`src/rtl/core/ssd_pkg.sv`:
```
package ssd_pkg;

    localparam int DIGIT_COUNT = 4;
    localparam int POS_W       = 2;
    localparam int VALUE_W     = 14;

    localparam logic [7:0]         BLANK_BYTE    = 8'hFF;
    localparam logic [7:0]         DP_CLEAR_MASK = 8'h7F;
    localparam logic [7:0]         DP_BIT        = 8'h80;
    localparam logic [VALUE_W-1:0] NUMBER_LIMIT  = 14'd9999;

    typedef enum logic [2:0] {
        ACT_TICK    = 3'd0,
        ACT_NUMBER  = 3'd1,
        ACT_COUNTER = 3'd2,
        ACT_DIGIT   = 3'd3,
        ACT_SEGMENT = 3'd4,
        ACT_DP      = 3'd5,
        ACT_CLEAR   = 3'd6,
        ACT_DP_OFF  = 3'd7
    } action_t;

    typedef enum logic [1:0] {
        ST_IDLE = 2'b01,
        ST_CONV = 2'b10
    } state_t;

    // request to the decimal conversion unit
    typedef struct packed {
        logic               start;
        logic [VALUE_W-1:0] value;
    } bcd_cmd_t;

    // digits[0] is the thousands digit, digits[3] the units digit
    typedef struct packed {
        logic            done;
        logic [3:0][3:0] digits;
    } bcd_res_t;

    // active-low glyphs, bit order dp g f e d c b a
    function automatic logic [7:0] glyph(input logic [3:0] d);
        logic [7:0] g;
        unique case (d)
            4'd0:    g = 8'hC0;
            4'd1:    g = 8'hF9;
            4'd2:    g = 8'hA4;
            4'd3:    g = 8'hB0;
            4'd4:    g = 8'h99;
            4'd5:    g = 8'h92;
            4'd6:    g = 8'h82;
            4'd7:    g = 8'hF8;
            4'd8:    g = 8'h80;
            4'd9:    g = 8'h90;
            default: g = BLANK_BYTE;
        endcase
        return g;
    endfunction

endpackage

```
`src/rtl/core/ssd_bcd_unit.sv`:
```
module ssd_bcd_unit
    import ssd_pkg::*;
(
    input  logic     clk,
    input  logic     rst_n,
    input  bcd_cmd_t cmd,
    output bcd_res_t res
);

    localparam logic [1:0] SEL_THOUSANDS = 2'd0;
    localparam logic [1:0] SEL_HUNDREDS  = 2'd1;
    localparam logic [1:0] SEL_TENS      = 2'd2;

    logic               active_reg, active_next;
    logic [1:0]         sel_reg, sel_next;
    logic [3:0]         cnt_reg, cnt_next;
    logic [VALUE_W-1:0] rem_reg, rem_next;
    logic [3:0]         d0_reg, d0_next;
    logic [3:0]         d1_reg, d1_next;

    logic [VALUE_W-1:0] weight;
    logic               ge;
    logic [VALUE_W-1:0] diff;
    logic               done;

    // one compare and subtract per cycle against the current decade weight
    always_comb
    begin
        unique case (sel_reg)
            SEL_THOUSANDS: weight = 14'd1000;
            SEL_HUNDREDS:  weight = 14'd100;
            default:       weight = 14'd10;
        endcase
    end

    assign ge   = (rem_reg >= weight);
    assign diff = rem_reg - weight;
    assign done = active_reg && !ge && (sel_reg == SEL_TENS);

    always_comb
    begin
        active_next = active_reg;
        sel_next    = sel_reg;
        cnt_next    = cnt_reg;
        rem_next    = rem_reg;
        d0_next     = d0_reg;
        d1_next     = d1_reg;
        if (cmd.start)
        begin
            active_next = 1'b1;
            sel_next    = SEL_THOUSANDS;
            cnt_next    = 4'd0;
            rem_next    = cmd.value;
        end
        else if (active_reg)
        begin
            if (ge)
            begin
                rem_next = diff;
                cnt_next = cnt_reg + 4'd1;
            end
            else
            begin
                cnt_next = 4'd0;
                unique case (sel_reg)
                    SEL_THOUSANDS:
                    begin
                        d0_next  = cnt_reg;
                        sel_next = SEL_HUNDREDS;
                    end
                    SEL_HUNDREDS:
                    begin
                        d1_next  = cnt_reg;
                        sel_next = SEL_TENS;
                    end
                    default:
                    begin
                        active_next = 1'b0;
                    end
                endcase
            end
        end
    end

    always_ff @(posedge clk or negedge rst_n)
    begin
        if (!rst_n)
        begin
            active_reg <= 1'b0;
            sel_reg    <= SEL_THOUSANDS;
            cnt_reg    <= 4'd0;
        end
        else
        begin
            active_reg <= active_next;
            sel_reg    <= sel_next;
            cnt_reg    <= cnt_next;
        end
    end

    always_ff @(posedge clk)
    begin
        rem_reg <= rem_next;
        d0_reg  <= d0_next;
        d1_reg  <= d1_next;
    end

    always_comb
    begin
        res.done      = done;
        res.digits[0] = d0_reg;
        res.digits[1] = d1_reg;
        res.digits[2] = cnt_reg;
        res.digits[3] = rem_reg[3:0];
    end

endmodule

```
`src/rtl/core/seven_segment_scan_controller_top.sv`:
```
// channel  | beat marker          | payload
// ---------+----------------------+-------------------------------------------------
// command  | start & !busy        | action, number_value, position, digit_value,
//          |                      | segment_pattern, flag_bit
// result   | strobe (one cycle)   | segment_byte, select_byte, digit_index
// config   | psel&penable&pwrite  | paddr, pwdata (select_mode at byte address 0)
//
// tick and single-position writes leave busy low
// number and counter writes run the decimal conversion unit, one compare and
// subtract per cycle, with busy high until the unit reports done
// reset (rst_n low, asynchronous) blanks all digits, zeroes the scan index and
// selects active-low digit drive
// the result beat appears the cycle after its tick and cannot be stalled
module seven_segment_scan_controller_top
    import ssd_pkg::*;
(
    input  logic                 clk,
    input  logic                 rst_n,
    // command channel
    input  logic                 start,
    output logic                 busy,
    input  logic [2:0]           action,
    input  logic [15:0]          number_value,
    input  logic [POS_W-1:0]     position,
    input  logic [3:0]           digit_value,
    input  logic [7:0]           segment_pattern,
    input  logic                 flag_bit,
    // result channel
    output logic                 strobe,
    output logic [7:0]           segment_byte,
    output logic [7:0]           select_byte,
    output logic [POS_W-1:0]     digit_index,
    // configuration port
    input  logic                 psel,
    input  logic                 penable,
    input  logic                 pwrite,
    input  logic [2:0]           paddr,
    input  logic [31:0]          pwdata,
    output logic [31:0]          prdata,
    output logic                 pready
);

    state_t               state_reg, state_next;
    logic [7:0]           seg_buf_reg [DIGIT_COUNT];
    logic [7:0]           seg_buf_next [DIGIT_COUNT];
    logic [POS_W-1:0]     scan_reg, scan_next;
    logic                 zeros_reg, zeros_next;
    logic                 select_mode_reg;
    logic                 strobe_reg, strobe_next;
    logic [7:0]           seg_out_reg, seg_out_next;
    logic [7:0]           sel_out_reg, sel_out_next;
    logic [POS_W-1:0]     idx_out_reg, idx_out_next;

    logic                 accept;
    logic                 cfg_write;
    action_t              act;
    logic [VALUE_W-1:0]   clamped;
    logic [7:0]           dp_mask;
    logic                 lead;
    bcd_cmd_t             bcd_cmd;
    bcd_res_t             bcd_res;

    // decimal conversion: shared compare/subtract unit
    ssd_bcd_unit u_bcd
    (
        .clk   (clk),
        .rst_n (rst_n),
        .cmd   (bcd_cmd),
        .res   (bcd_res)
    );

    assign busy    = (state_reg == ST_CONV);
    assign accept  = start && !busy;
    assign act     = action_t'(action);
    assign clamped = (number_value > {2'b00, NUMBER_LIMIT}) ? NUMBER_LIMIT
                                                            : number_value[VALUE_W-1:0];
    // optional decimal point, cleared bit lights it
    assign dp_mask = flag_bit ? DP_CLEAR_MASK : BLANK_BYTE;

    always_comb
    begin
        state_next    = state_reg;
        seg_buf_next  = seg_buf_reg;
        scan_next     = scan_reg;
        zeros_next    = zeros_reg;
        strobe_next   = 1'b0;
        seg_out_next  = seg_out_reg;
        sel_out_next  = sel_out_reg;
        idx_out_next  = idx_out_reg;
        bcd_cmd.start = 1'b0;
        bcd_cmd.value = clamped;
        lead          = 1'b1;

        unique case (state_reg)
            ST_IDLE:
            begin
                if (accept)
                begin
                    unique case (act)
                        ACT_TICK:
                        begin
                            strobe_next  = 1'b1;
                            seg_out_next = seg_buf_reg[scan_reg];
                            // active-high reversed order, or active-low in order
                            sel_out_next = select_mode_reg ? (8'h08 >> scan_reg)
                                                           : ~(8'h01 << scan_reg);
                            idx_out_next = scan_reg;
                            scan_next    = scan_reg + 2'd1;
                        end
                        ACT_NUMBER:
                        begin
                            bcd_cmd.start = 1'b1;
                            zeros_next    = flag_bit;
                            state_next    = ST_CONV;
                        end
                        ACT_COUNTER:
                        begin
                            // counter blanking matches number blanking without zeros
                            bcd_cmd.start = 1'b1;
                            bcd_cmd.value = {{(VALUE_W-5){1'b0}}, number_value[4:0]};
                            zeros_next    = 1'b0;
                            state_next    = ST_CONV;
                        end
                        ACT_DIGIT:
                        begin
                            if (digit_value <= 4'd9)
                                seg_buf_next[position] = glyph(digit_value) & dp_mask;
                        end
                        ACT_SEGMENT:
                        begin
                            seg_buf_next[position] = segment_pattern & dp_mask;
                        end
                        ACT_DP:
                        begin
                            if (flag_bit)
                                seg_buf_next[position] = seg_buf_reg[position] & DP_CLEAR_MASK;
                            else
                                seg_buf_next[position] = seg_buf_reg[position] | DP_BIT;
                        end
                        ACT_CLEAR:
                        begin
                            for (int p = 0; p < DIGIT_COUNT; p++)
                                seg_buf_next[p] = BLANK_BYTE;
                        end
                        ACT_DP_OFF:
                        begin
                            for (int p = 0; p < DIGIT_COUNT; p++)
                                seg_buf_next[p] = seg_buf_reg[p] | DP_BIT;
                        end
                    endcase
                end
            end
            ST_CONV:
            begin
                if (bcd_res.done)
                begin
                    // leading zeros blank unless asked for; units digit always shown
                    for (int p = 0; p < DIGIT_COUNT - 1; p++)
                    begin
                        lead = lead && (bcd_res.digits[p] == 4'd0);
                        seg_buf_next[p] = (lead && !zeros_reg) ? BLANK_BYTE
                                                               : glyph(bcd_res.digits[p]);
                    end
                    seg_buf_next[DIGIT_COUNT-1] = glyph(bcd_res.digits[DIGIT_COUNT-1]);
                    state_next = ST_IDLE;
                end
            end
            default:
            begin
                state_next = ST_IDLE;
            end
        endcase
    end

    always_ff @(posedge clk or negedge rst_n)
    begin
        if (!rst_n)
        begin
            state_reg  <= ST_IDLE;
            scan_reg   <= '0;
            strobe_reg <= 1'b0;
            zeros_reg  <= 1'b0;
            for (int p = 0; p < DIGIT_COUNT; p++)
                seg_buf_reg[p] <= BLANK_BYTE;
        end
        else
        begin
            state_reg    <= state_next;
            scan_reg     <= scan_next;
            strobe_reg   <= strobe_next;
            zeros_reg    <= zeros_next;
            seg_buf_reg  <= seg_buf_next;
        end
    end

    // result beat payload
    always_ff @(posedge clk)
    begin
        seg_out_reg <= seg_out_next;
        sel_out_reg <= sel_out_next;
        idx_out_reg <= idx_out_next;
    end

    // configuration register, one word at byte address 0
    assign cfg_write = psel && penable && pwrite && pready;

    always_ff @(posedge clk or negedge rst_n)
    begin
        if (!rst_n)
            select_mode_reg <= 1'b0;
        else if (cfg_write && (paddr[2] == 1'b0))
            select_mode_reg <= pwdata[0];
    end

    assign pready = 1'b1;
    assign prdata = (paddr[2] == 1'b0) ? {31'b0, select_mode_reg} : 32'b0;

    assign strobe       = strobe_reg;
    assign segment_byte = seg_out_reg;
    assign select_byte  = sel_out_reg;
    assign digit_index  = idx_out_reg;

    // a result beat only follows an accepted tick
    assert property (@(posedge clk) disable iff (!rst_n)
        strobe |-> $past(start && !busy && (action == ACT_TICK)))
    else $error("result beat without a tick");

    // a tick leaves the block idle
    assert property (@(posedge clk) disable iff (!rst_n)
        strobe |-> !busy)
    else $error("busy after a tick");

    // exactly one digit driven, in either polarity
    assert property (@(posedge clk) disable iff (!rst_n)
        strobe |-> ($onehot(select_byte) || $onehot(~select_byte)))
    else $error("select byte not one-hot");

    // conversion only ends when the shared unit reports done
    assert property (@(posedge clk) disable iff (!rst_n)
        $fell(busy) |-> $past(bcd_res.done))
    else $error("conversion ended early");

endmodule
```
`config.mk`:
```
export PLATFORM = sky130hd
export DESIGN_NAME = seven_segment_scan_controller_top
export DESIGN_NICKNAME = d
export VERILOG_FILES = /design/src/rtl/core/ssd_pkg.sv /design/src/rtl/core/ssd_bcd_unit.sv /design/src/rtl/core/seven_segment_scan_controller_top.sv
export SDC_FILE = /design/constraint.sdc
export NUM_CORES = 1
export LEC_CHECK = 0
export BUFFER_PORTS_ARGS = -buffer_cell sky130_fd_sc_hd__buf_2
export CAP_MARGIN = 20
export CORE_AREA = 2 2 116 118
export DETAILED_ROUTE_END_ITERATION = 6
export DIE_AREA = 0 0 118 120
export PLACE_DENSITY = 0.8
export SLEW_MARGIN = 20
export SYNTH_ARGS = -nofsm -noshare
export SYNTH_HDL_FRONTEND = slang
export SYNTH_SLANG_ARGS = --single-unit
```
`constraint.sdc`:
```
create_clock -name clk -period 4.9 [get_ports clk]
set_input_delay 0.245 -clock clk [delete_from_list [all_inputs] [get_ports clk]]
set_output_delay 0.245 -clock clk [all_outputs]
set_load 0.1 [all_outputs]
```
==> metrics, run 1 <==
status=complete, but fails checks; failing checks=hold timing; asr flop ratio synth=44.2%; GPL Wtd Cong=0.986; power share of the sequential group=36.0%; max cap viols=0; vias=6040; crit-path max cell delay=0.63 ns; Fin Setup TNS=0 ns; Total Routing Usage GR=24.2%; fmax=0.258 GHz; CP arrival=4.07 ns; RSZ-0062 raised after global routing=false; Die W=118 um; worst reg2reg startpoint=u_bcd.sel_reg[1]; antenna violations before repair=0; number of vias per cell=6.05; worst-skew pair later-pin latency=0.35 ns; Final WS setup=1.03 ns; Synth Warn #=0; Tmin final=3.87 ns; H-tree depth=3; Pre-Repair DR Iteration Count=5; ant diodes=0; final-report max-slew violation count=0; clock-pin transition on the worst setup and hold timing paths=0.07 ns; number of failing setup endpoints in the final timing report=0; CTS resizes=0; P_leak=3.12 nW; Reg2Reg Setup Slack=1.03 ns; final worst hold slack=-0.0144 ns; Mapped Area=7200 um2; Starting Density=55.5%; I/O Buffers=62; Slew Limit Headroom=34.5%; Layout area overhead=7.85%; Synth Register Bits=104; maximum root-to-sink buffer count=2; std cell rows=42; CTS Hold Bufs=0; final hold violations=4; vias in the first global route=5402; Power Internal=2.78 mW; crit-path cells=nand2b_1, inv_1, ha_1, and2_1, a211oi_2, o32ai_2, nor4_4, mux2i_1, inv_1, ha_1, nor3b_1, a211oi_2; fin cells=998; sequential fraction of the synthesis area=37.8%; Core ar.=13000 um2; dpl ws=1.03 ns; # IOs=128; worst-case reg-to-reg path depth=12; # DRC=0; Main synth FF type=edfxtp_1; Clock Skew=0.00901 ns; WP data required=5.10 ns; wire length per cell=17.0 um; first-pass GRT wire length=27300 um; layout cells sized above 1=23.0%; period utilization=79.0%; Starting DRT DRC Count=555; peak supply drop=0.442 mV; pwr dens=625 nW/um2; Routed WL=16900 um; Die ar.=14200 um2; CTS tree=done; Die Ht=120 um; post-CTS setup buffer count=0; largest net degree at the start of global routing=54; Crit-path slowest cell=nor4_4; Mean Syn Cell Area=9.21 um2; fin nets=922; Worst Max-Slew Pin Slew=0.982 ns; synth unique cells=74; DP Cell Count=982; Post-synth EDFFs=37; CTS buffer count=9; crit-path max FO=9; CP startpoint kind=flop; sw power=2.07 mW; Cells after Synth=782; ANT nets after route=0; Switching Fraction=42.7%; Gate power share=49.9%; root buf cell=clkbuf_16; crit path capture type=flop; Detailed Place HPWL=12000 um; GRT Residual Overflow=0; Hold WC Path Type=primary input to asynchronous set/reset pin; Clock power frac=14.1%; critical path class=flop to flop; CTS Sinks=104
==> layout make-up <==
cell class | instances | area (um2)
Fill cell | 1122 | 5210
Multi-Input combinational cell | 602 | 4070
Sequential cell | 104 | 2720
Timing Repair Buffer | 68 | 355
Clock buffer | 9 | 225
Tap cell | 176 | 220
Inverter | 32 | 120
Clock inverter | 7 | 55.1
==> power by group through the flow <==
stage                     clock network (mW)  registers (mW)  logic, mW
after floorplan                            0            1.63       2.02
final                                  0.683            1.75       2.42
after CTS                              0.697            1.74       2.40
after global placement                     0            1.74       2.34
after global routing                   0.730            1.79       2.68
after detailed placement                   0            1.75       2.38
==> cell families after synthesis <==
| family | Yosys count | share of synthesized area [%] |
|---|---|---|
| other | 2 | 0.104 |
| and+or+nand+nor | 237 | 15.8 |
| xor gates and xnor gates | 22 | 2.68 |
| buffers and inverters | 106 | 7.42 |
| AOI/OAI and AO/OA | 224 | 20.8 |
| adders and majority gates | 30 | 5.32 |
| muxes | 57 | 10.0 |
| DFF | 104 | 37.8 |
==> metal layers <==
metal	track usage (%)	routed length (um)	up-vias
li1	-	-	2871
met1	31.8	7110	2836
met2	39.0	7930	288
met3	6.23	1390	45
met4	8.51	512	0
met5	0	0	-
==> cell usage in the layout (no fill, tap or decap), types with 7 or more instances in the layout <==
master	count
dfxtp_1	21
nor3_1	12
a221oi_1	22
dfstp_2	33
xnor2_1	14
mux2i_1	9
xor2_1	8
ha_1	29
a21o_1	7
o21ai_0	47
a22oi_1	9
mux2_2	39
edfxtp_1	37
o221ai_1	7
a31oi_1	8
o22ai_1	7
dfrtp_1	13
a21oi_1	68
mux4_2	8
o2bb2ai_1	11
buf_2	62
nand3_1	17
nand2b_1	12
clkbuf_16	9
nor2_1	85
conb_1	32
nand2_1	66
inv_1	31
==> cells in the mapped netlist, types with 5 or more instances <==
cell type,count,share of area (%)
nor2_1,85,4.4
a21oi_1,68,4.7
nand2_1,66,3.4
o21ai_0,47,3.3
mux2_2,39,6.1
edfxtp_1,37,15
buf_4,35,3.6
dfstp_2,33,12
clkbuf_1,31,1.6
inv_1,31,1.6
ha_1,29,5.0
a221oi_1,22,2.7
dfxtp_1,21,5.8
nand3_1,17,1.2
xnor2_1,14,1.7
dfrtp_1,13,4.5
nor3_1,13,0.90
nand2b_1,12,1.0
o2bb2ai_1,11,1.3
a22oi_1,9,0.94
mux2i_1,9,1.3
a31oi_1,8,0.70
mux4_2,8,2.5
xor2_1,8,0.97
a21o_1,7,0.73
o221ai_1,7,0.85
o22ai_1,7,0.61
or2_2,5,0.43
==> worst max-delay path: cells and delay by family (launching register included) <==
family,cells,cell delay (ns)
simple gates,4,1.49
fa+ha+maj,2,0.53
mux,1,0.39
compound gates,3,0.60
buf+inv,2,0.20
flops,1,0.52
==> stage by stage <==
stage          utilization, %  hold slack (ns)  total power [mW]  cell area [um2]
6_report                 59.8          -0.0144              4.85             7770
5_1_grt                  59.8           0.0207              5.20             7770
4_1_cts                  59.8          0.00176              4.84             7770
3_5_place_dp             57.7            0.388              4.14             7490
3_3_place_gp             57.7            0.370              4.07             7490
2_1_floorplan               -          -0.0506              3.65             7310
==> how the worst max path moves through the flow <==
stage                           startpoint   end  slack (ns)  cells past startpoint
after global placement    u_bcd.sel_reg[1]  flop        1.13                     12
final                     u_bcd.sel_reg[1]  flop        1.03                     12
after floorplan               state_reg[0]  flop        1.15                     11
after CTS                 u_bcd.sel_reg[1]  flop        1.04                     12
after detailed placement  u_bcd.sel_reg[1]  flop        1.03                     12
after global routing      u_bcd.sel_reg[1]  flop        0.68                     12
Note: power is estimated with default switching activity, not from simulation.
==> run 2: changes to the inputs <==
--- a/config.mk
+++ b/config.mk
@@ -7,10 +7,10 @@
 export LEC_CHECK = 0
 export BUFFER_PORTS_ARGS = -buffer_cell sky130_fd_sc_hd__buf_2
 export CAP_MARGIN = 20
-export CORE_AREA = 2 2 116 118
+export CORE_AREA = 2 2 121 123
 export DETAILED_ROUTE_END_ITERATION = 6
-export DIE_AREA = 0 0 118 120
-export PLACE_DENSITY = 0.8
+export DIE_AREA = 0 0 123 125
+export PLACE_DENSITY = 0.77
 export SLEW_MARGIN = 20
 export SYNTH_ARGS = -nofsm -noshare
 export SYNTH_HDL_FRONTEND = slang
==> constraint.sdc (replaced) <==
create_clock -name clk -period 3.34 [get_ports clk]
set_input_delay 0.167 -clock clk [delete_from_list [all_inputs] [get_ports clk]]
set_output_delay 0.167 -clock clk [all_outputs]
set_load 0.1 [all_outputs]
==> metrics, run 2 (same netlist as run 1, synthesis figures left out) <==
status=finished clean; Fin Setup TNS=0 ns (unchanged); GPL Wtd Cong=0.906 (-8.2%); Crit-path slowest cell=dfrtp_2; Core ar.=14200 um2 (+9.4%); Critical path buffers and inverters=1 (-1); pwr dens=924 nW/um2 (+48%); CTS buffer count=9 (unchanged); most used cell, CP=ha_4; number of vias per cell=6.01 (-0.68%); peak supply drop=0.579 mV (+31%); GRT Residual Overflow=0 (unchanged); most frequent cells in the layout=nor2_1 (85), a21oi_1 (68), nand2_1 (66); # IOs=128 (unchanged); ANT nets after route=0 (unchanged); period utilization=96.2% (+17 points); maximum root-to-sink buffer count=2 (unchanged); ant diodes=0 (unchanged); vias in the first global route=5792 (+7.2%); Die ar.=15400 um2 (+8.6%); clock-pin transition on the worst setup and hold timing paths=0.07 ns (about the same); Top delay family on crit path=simple AND/OR/NAND/NOR gates; crit path capture type=flop; Core Util, Final=57.3% (-2.5 points); CTS Sinks=104 (unchanged); Detailed Place HPWL=13000 um (+8.2%); Clock Skew=0.00953 ns (+0.000514 ns); Total Routing Usage GR=24.2% (-0.031 points); vias=6203 (+2.7%); WP data required=3.56 ns (-1.54 ns); fin cells=1032 (+3.4%); crit-path max cell delay=0.45 ns (-0.18 ns); Slew Limit Headroom=37.7% (+3.2 points); final-report max-slew violation count=0 (unchanged); Routed WL=18200 um (+7.7%); Final Power=7.52 mW (+55%); Pre-Repair DR Iteration Count=6 (+1); critical path class=flop to flop; CTS tree=done; std cell rows=44 (+4.8%); Tmin final=3.21 ns (-0.659 ns); fillers=1251 (+11%); # DRC=0 (unchanged); crit-path cells=or2_4, ha_4, or4_4, nor2_4, nand4b_4, nor4_4, mux2i_2, inv_1, ha_4, o221ai_1; first-pass GRT wire length=29300 um (+7.5%); Die Ht=125 um (+4.2%); placed inst area=7740 um2 (+3.4%); Worst Max-Slew Pin Slew=0.935 ns (-0.0473 ns); final hold violations=0 (-4); antenna violations before repair=0 (unchanged); max cap viols=0 (unchanged); number of failing setup endpoints in the final timing report=0 (unchanged); crit-path max FO=5 (-4); layout cells sized above 1=26.8% (+3.8 points); most common cell after layout, fill and taps aside=nor2_1; root buf cell=clkbuf_16; Post-Layout Inst Area=8140 um2 (+4.8%); Starting Density=50.7% (-4.8 points); fin nets=948 (+2.8%); I/O Buffers=62 (unchanged); CP startpoint=u_bcd.sel_reg[0]; wire length per cell=17.7 um (+4.2%); Starting DRT DRC Count=595 (+7.2%); hold path startpoint=number_value[7]; H-tree depth=3 (unchanged); fmax=0.311 GHz (+21%); largest net degree at the start of global routing=45 (-17%); worst reg2reg startpoint=u_bcd.sel_reg[0]; CP startpoint kind=flop; worst-skew pair later-pin latency=0.37 ns (+0.02 ns); CP arrival=3.43 ns (-0.64 ns); Layout area overhead=13.1%; Hold WC Path Type=primary input to flop; DP Cell Count=1009 (+2.7%); P_leak=3.28 nW (+4.9%); Die W=123 um (+4.2%)
==> run 2: per-layer routing <==
metal	up-vias	GRT usage [%]	share of wire, %
met1	2967	31.8	41
met3	45	4.24	8.0
met5	-	0	0
li1	2926	-	-
met4	0	10.2	3.2
met2	265	39.1	47
==> run 2: through the flow <==
step	setup WS, ns	hold slack, ns
floorplan	-0.0280	-0.129
global placement	0.159	0.346
detailed placement	0.0437	0.354
CTS	0.0273	0.0913
global route	-0.0177	0.111
finish	0.128	0.102
==> run 2: cell type report <==
cell class	count	area, um2	area share, %
inverter	32	120	1.48
tap	184	230	2.83
clock inverter	7	65.1	0.799
timing repair buffer	94	556	6.82
multi-input combinational	602	4220	51.8
sequential	104	2730	33.5
clock buffer	9	225	2.77
==> run 2: path summary, 6_finish.rpt <==
check | cells after the start | slack, ns | endpoint
max | 10 | 0.13 | flop
min | 3 | 0.10 | u_bcd.rem_reg[7]
max reg2reg | 10 | 0.13 | flop
min reg2reg | 2 | 0.52 | state_reg[0]
max in group asynchronous | 3 | 2.09 | seg_buf_reg[12]
min in group asynchronous | 2 | 0.50 | select_mode_reg
==> run 2: power by group <==
group	internal, mW	switching (mW)	total, mW
clock	0.523	0.519	1.04
sequential	2.06	0.515	2.58
combinational	1.76	2.14	3.90
==> run 2: timing repair <==
item	4_1_cts	5_1_grt
resized for setup	0	10
setup buffers	0	5
setup endpoints to repair	0	11
hold buffers	2	0
endpoints found under the hold margin	11	0
==> run 2: tightest hold or removal path: stages <==
cell and delay [ns]:
buf_2 0.09, nand2_1 0.04, o21ai_0 0.06
==> run 3: changes to the inputs <==
--- a/config.mk
+++ b/config.mk
@@ -5,9 +5,10 @@
 export SDC_FILE = /design/constraint.sdc
 export NUM_CORES = 1
 export LEC_CHECK = 0
-export BUFFER_PORTS_ARGS = -buffer_cell sky130_fd_sc_hd__buf_2
+export BUFFER_PORTS_ARGS = -buffer_cell sky130_fd_sc_hd__buf_4
 export CAP_MARGIN = 20
 export CORE_AREA = 2 2 121 123
+export CTS_BUF_LIST = sky130_fd_sc_hd__clkbuf_16
 export DETAILED_ROUTE_END_ITERATION = 6
 export DIE_AREA = 0 0 123 125
 export PLACE_DENSITY = 0.77
==> metrics, run 3 (same netlist as run 1, synthesis figures left out) <==
status=finished clean; Layout area overhead=15.0%; multi-input logic area=4220 um2 (about the same); crit-path max FO=5 (unchanged); final-report max-slew violation count=0 (unchanged); GPL Wtd Cong=0.901 (-0.53%); period utilization=96.5% (+0.37 points); peak supply drop=0.664 mV (+15%); crit path capture type=flop; CTS buffer count=9 (unchanged); most common cell after layout, fill and taps aside=buf_4; GRT Residual Overflow=0 (unchanged); Hold WC Path Type=primary input to flop; P_leak=3.30 nW (+0.84%); fmax=0.310 GHz (-0.38%); vias in the first global route=5781 (-0.19%); clock-pin transition on the worst setup and hold timing paths=0.07 ns (about the same); FF/Latch Area=2730 um2 (unchanged); H-tree depth=3 (unchanged); Starting Density=50.7% (unchanged); CP startpoint kind=flop; # DRC=0 (unchanged); Core ar.=14200 um2 (unchanged); CTS tree=done; Slew Limit Headroom=51.5% (+14 points); Post-Layout Inst Area=8280 um2 (+1.7%); WP data required=3.59 ns (+0.03 ns); Routed WL=18000 um (-1.2%); worst-skew pair later-pin latency=0.37 ns (about the same); Total Routing Usage GR=24.1% (-0.098 points); CP arrival=3.47 ns (+0.04 ns); number of vias per cell=5.96 (-0.76%); wire length per cell=17.6 um (-0.58%); Clock power frac=15.4% (+1.6 points); sw power=3.18 mW (about the same); first-pass GRT wire length=29400 um (+0.19%); fin nets=941 (-0.74%); Die Ht=125 um (unchanged); largest net degree at the start of global routing=54 (+20%); met3 routed WL=1450 um (-1.1%); # IOs=128 (unchanged); Die ar.=15400 um2 (unchanged); antenna violations before repair=0 (unchanged); Pre-Repair DR Iteration Count=5 (-1); Worst Max-Slew Pin Slew=0.720 ns (-0.215 ns); Tmin final=3.22 ns (+0.0123 ns); most frequent cells in the layout=buf_4 (86), nor2_1 (85), a21oi_1 (68); root buf cell=clkbuf_16; layout cells sized above 1=26.3% (-0.49 points); I/O Buffers=62 (unchanged); number of failing setup endpoints in the final timing report=0 (unchanged); ANT nets after route=0 (unchanged); top sig layer=met4; Routed met2 length=8690 um (+0.25%); Die W=123 um (unchanged); Power Internal=4.47 mW (+3.0%); maximum root-to-sink buffer count=2 (unchanged); Starting DRT DRC Count=684 (+15%); fillers=1213 (-3.0%); ant diodes=0 (unchanged); pwr dens=924 nW/um2 (about the same); Detailed Place HPWL=12700 um (-2.4%); critical path class=flop to flop; CTS Sinks=104 (unchanged); max cap viols=0 (unchanged); vias=6114 (-1.4%); power share of the sequential group=33.5% (-0.8 points); M1 WL=7550 um (+0.21%); Gate power share=51.1% (-0.8 points); final hold violations=0 (unchanged); Switching Fraction=41.5% (-0.73 points); Core Util, Final=58.3% (+0.95 points); Clock Skew=0.0130 ns (+0.00343 ns); placed inst area=7880 um2 (+1.8%); std cell rows=44 (unchanged); Final Power=7.65 mW (+1.7%)
[run 3: timing repair]
item | CTS | global route
setup endpoints to repair | 0 | 16
resized for setup | 0 | 10
hold buffers | 1 | 0
hold endpoints to repair | 13 | 0
buffers inserted | 0 | 1
[run 3: area by class of cell]
type / count / area share [%]
Timing Repair Buffer: 87 / 7.92
Sequential cell: 104 / 32.9
Multi-Input combinational cell: 602 / 51.0
Tap cell: 184 / 2.78
Clock buffer: 9 / 2.72
Inverter: 32 / 1.45
Clock inverter: 7 / 1.22
[run 3: layer usage]
metal	track usage [%]	vias to the layer above
li1	-	2895
met1	32.9	2910
met2	38.3	280
met3	4.20	29
met4	8.82	0
met5	0	-
[run 3: final timing paths]
path,slack [ns],depth (start not counted),endpoint,startpoint
max,0.12,11,flop,u_bcd.sel_reg[0]
min,0.01,3,select_mode_reg,pwdata[0]
max reg2reg,0.12,11,flop,u_bcd.sel_reg[0]
min reg2reg,0.50,2,seg_buf_reg[2],seg_buf_reg[2]
max in group asynchronous,2.52,2,u_bcd.sel_reg[0],rst_n
min in group asynchronous,0.36,2,scan_reg[1],rst_n
[run 3: through the flow]
| step | hold WS (ns) | TNS [ns] | std cells | worst slack (ns) |
|---|---|---|---|---|
| after floorplan | -0.129 | -0.0841 | 812 | -0.0280 |
| after global placement | 0.216 | 0 | 1007 | 0.158 |
| after detailed placement | 0.217 | 0 | 1007 | 0.0296 |
| after CTS | 0.00773 | 0 | 1024 | 0.00940 |
| after global routing | 0.0196 | -0.0760 | 1025 | -0.0337 |
| final | 0.00955 | 0 | 1025 | 0.115 |
[run 3: power groups by stage]
stage          combinational [mW]  sequential (mW)  clock [mW]
3_3_place_gp                 3.71             2.55           0
6_report                     3.91             2.56        1.17
5_1_grt                      4.30             2.63        1.23
2_1_floorplan                3.10             2.40           0
4_1_cts                      3.81             2.54        1.18
3_5_place_dp                 3.78             2.56           0
[run 3: critical path: stages, from the launching register on]
cell	delay, ns
dfrtp_2	0.46
or2_4	0.29
ha_4	0.18
or4_4	0.44
nor2_4	0.17
nand4b_4	0.17
nor4_4	0.42
buf_4	0.21
mux2_4	0.33
ha_4	0.17
nor3b_4	0.21
nor2_1	0.07
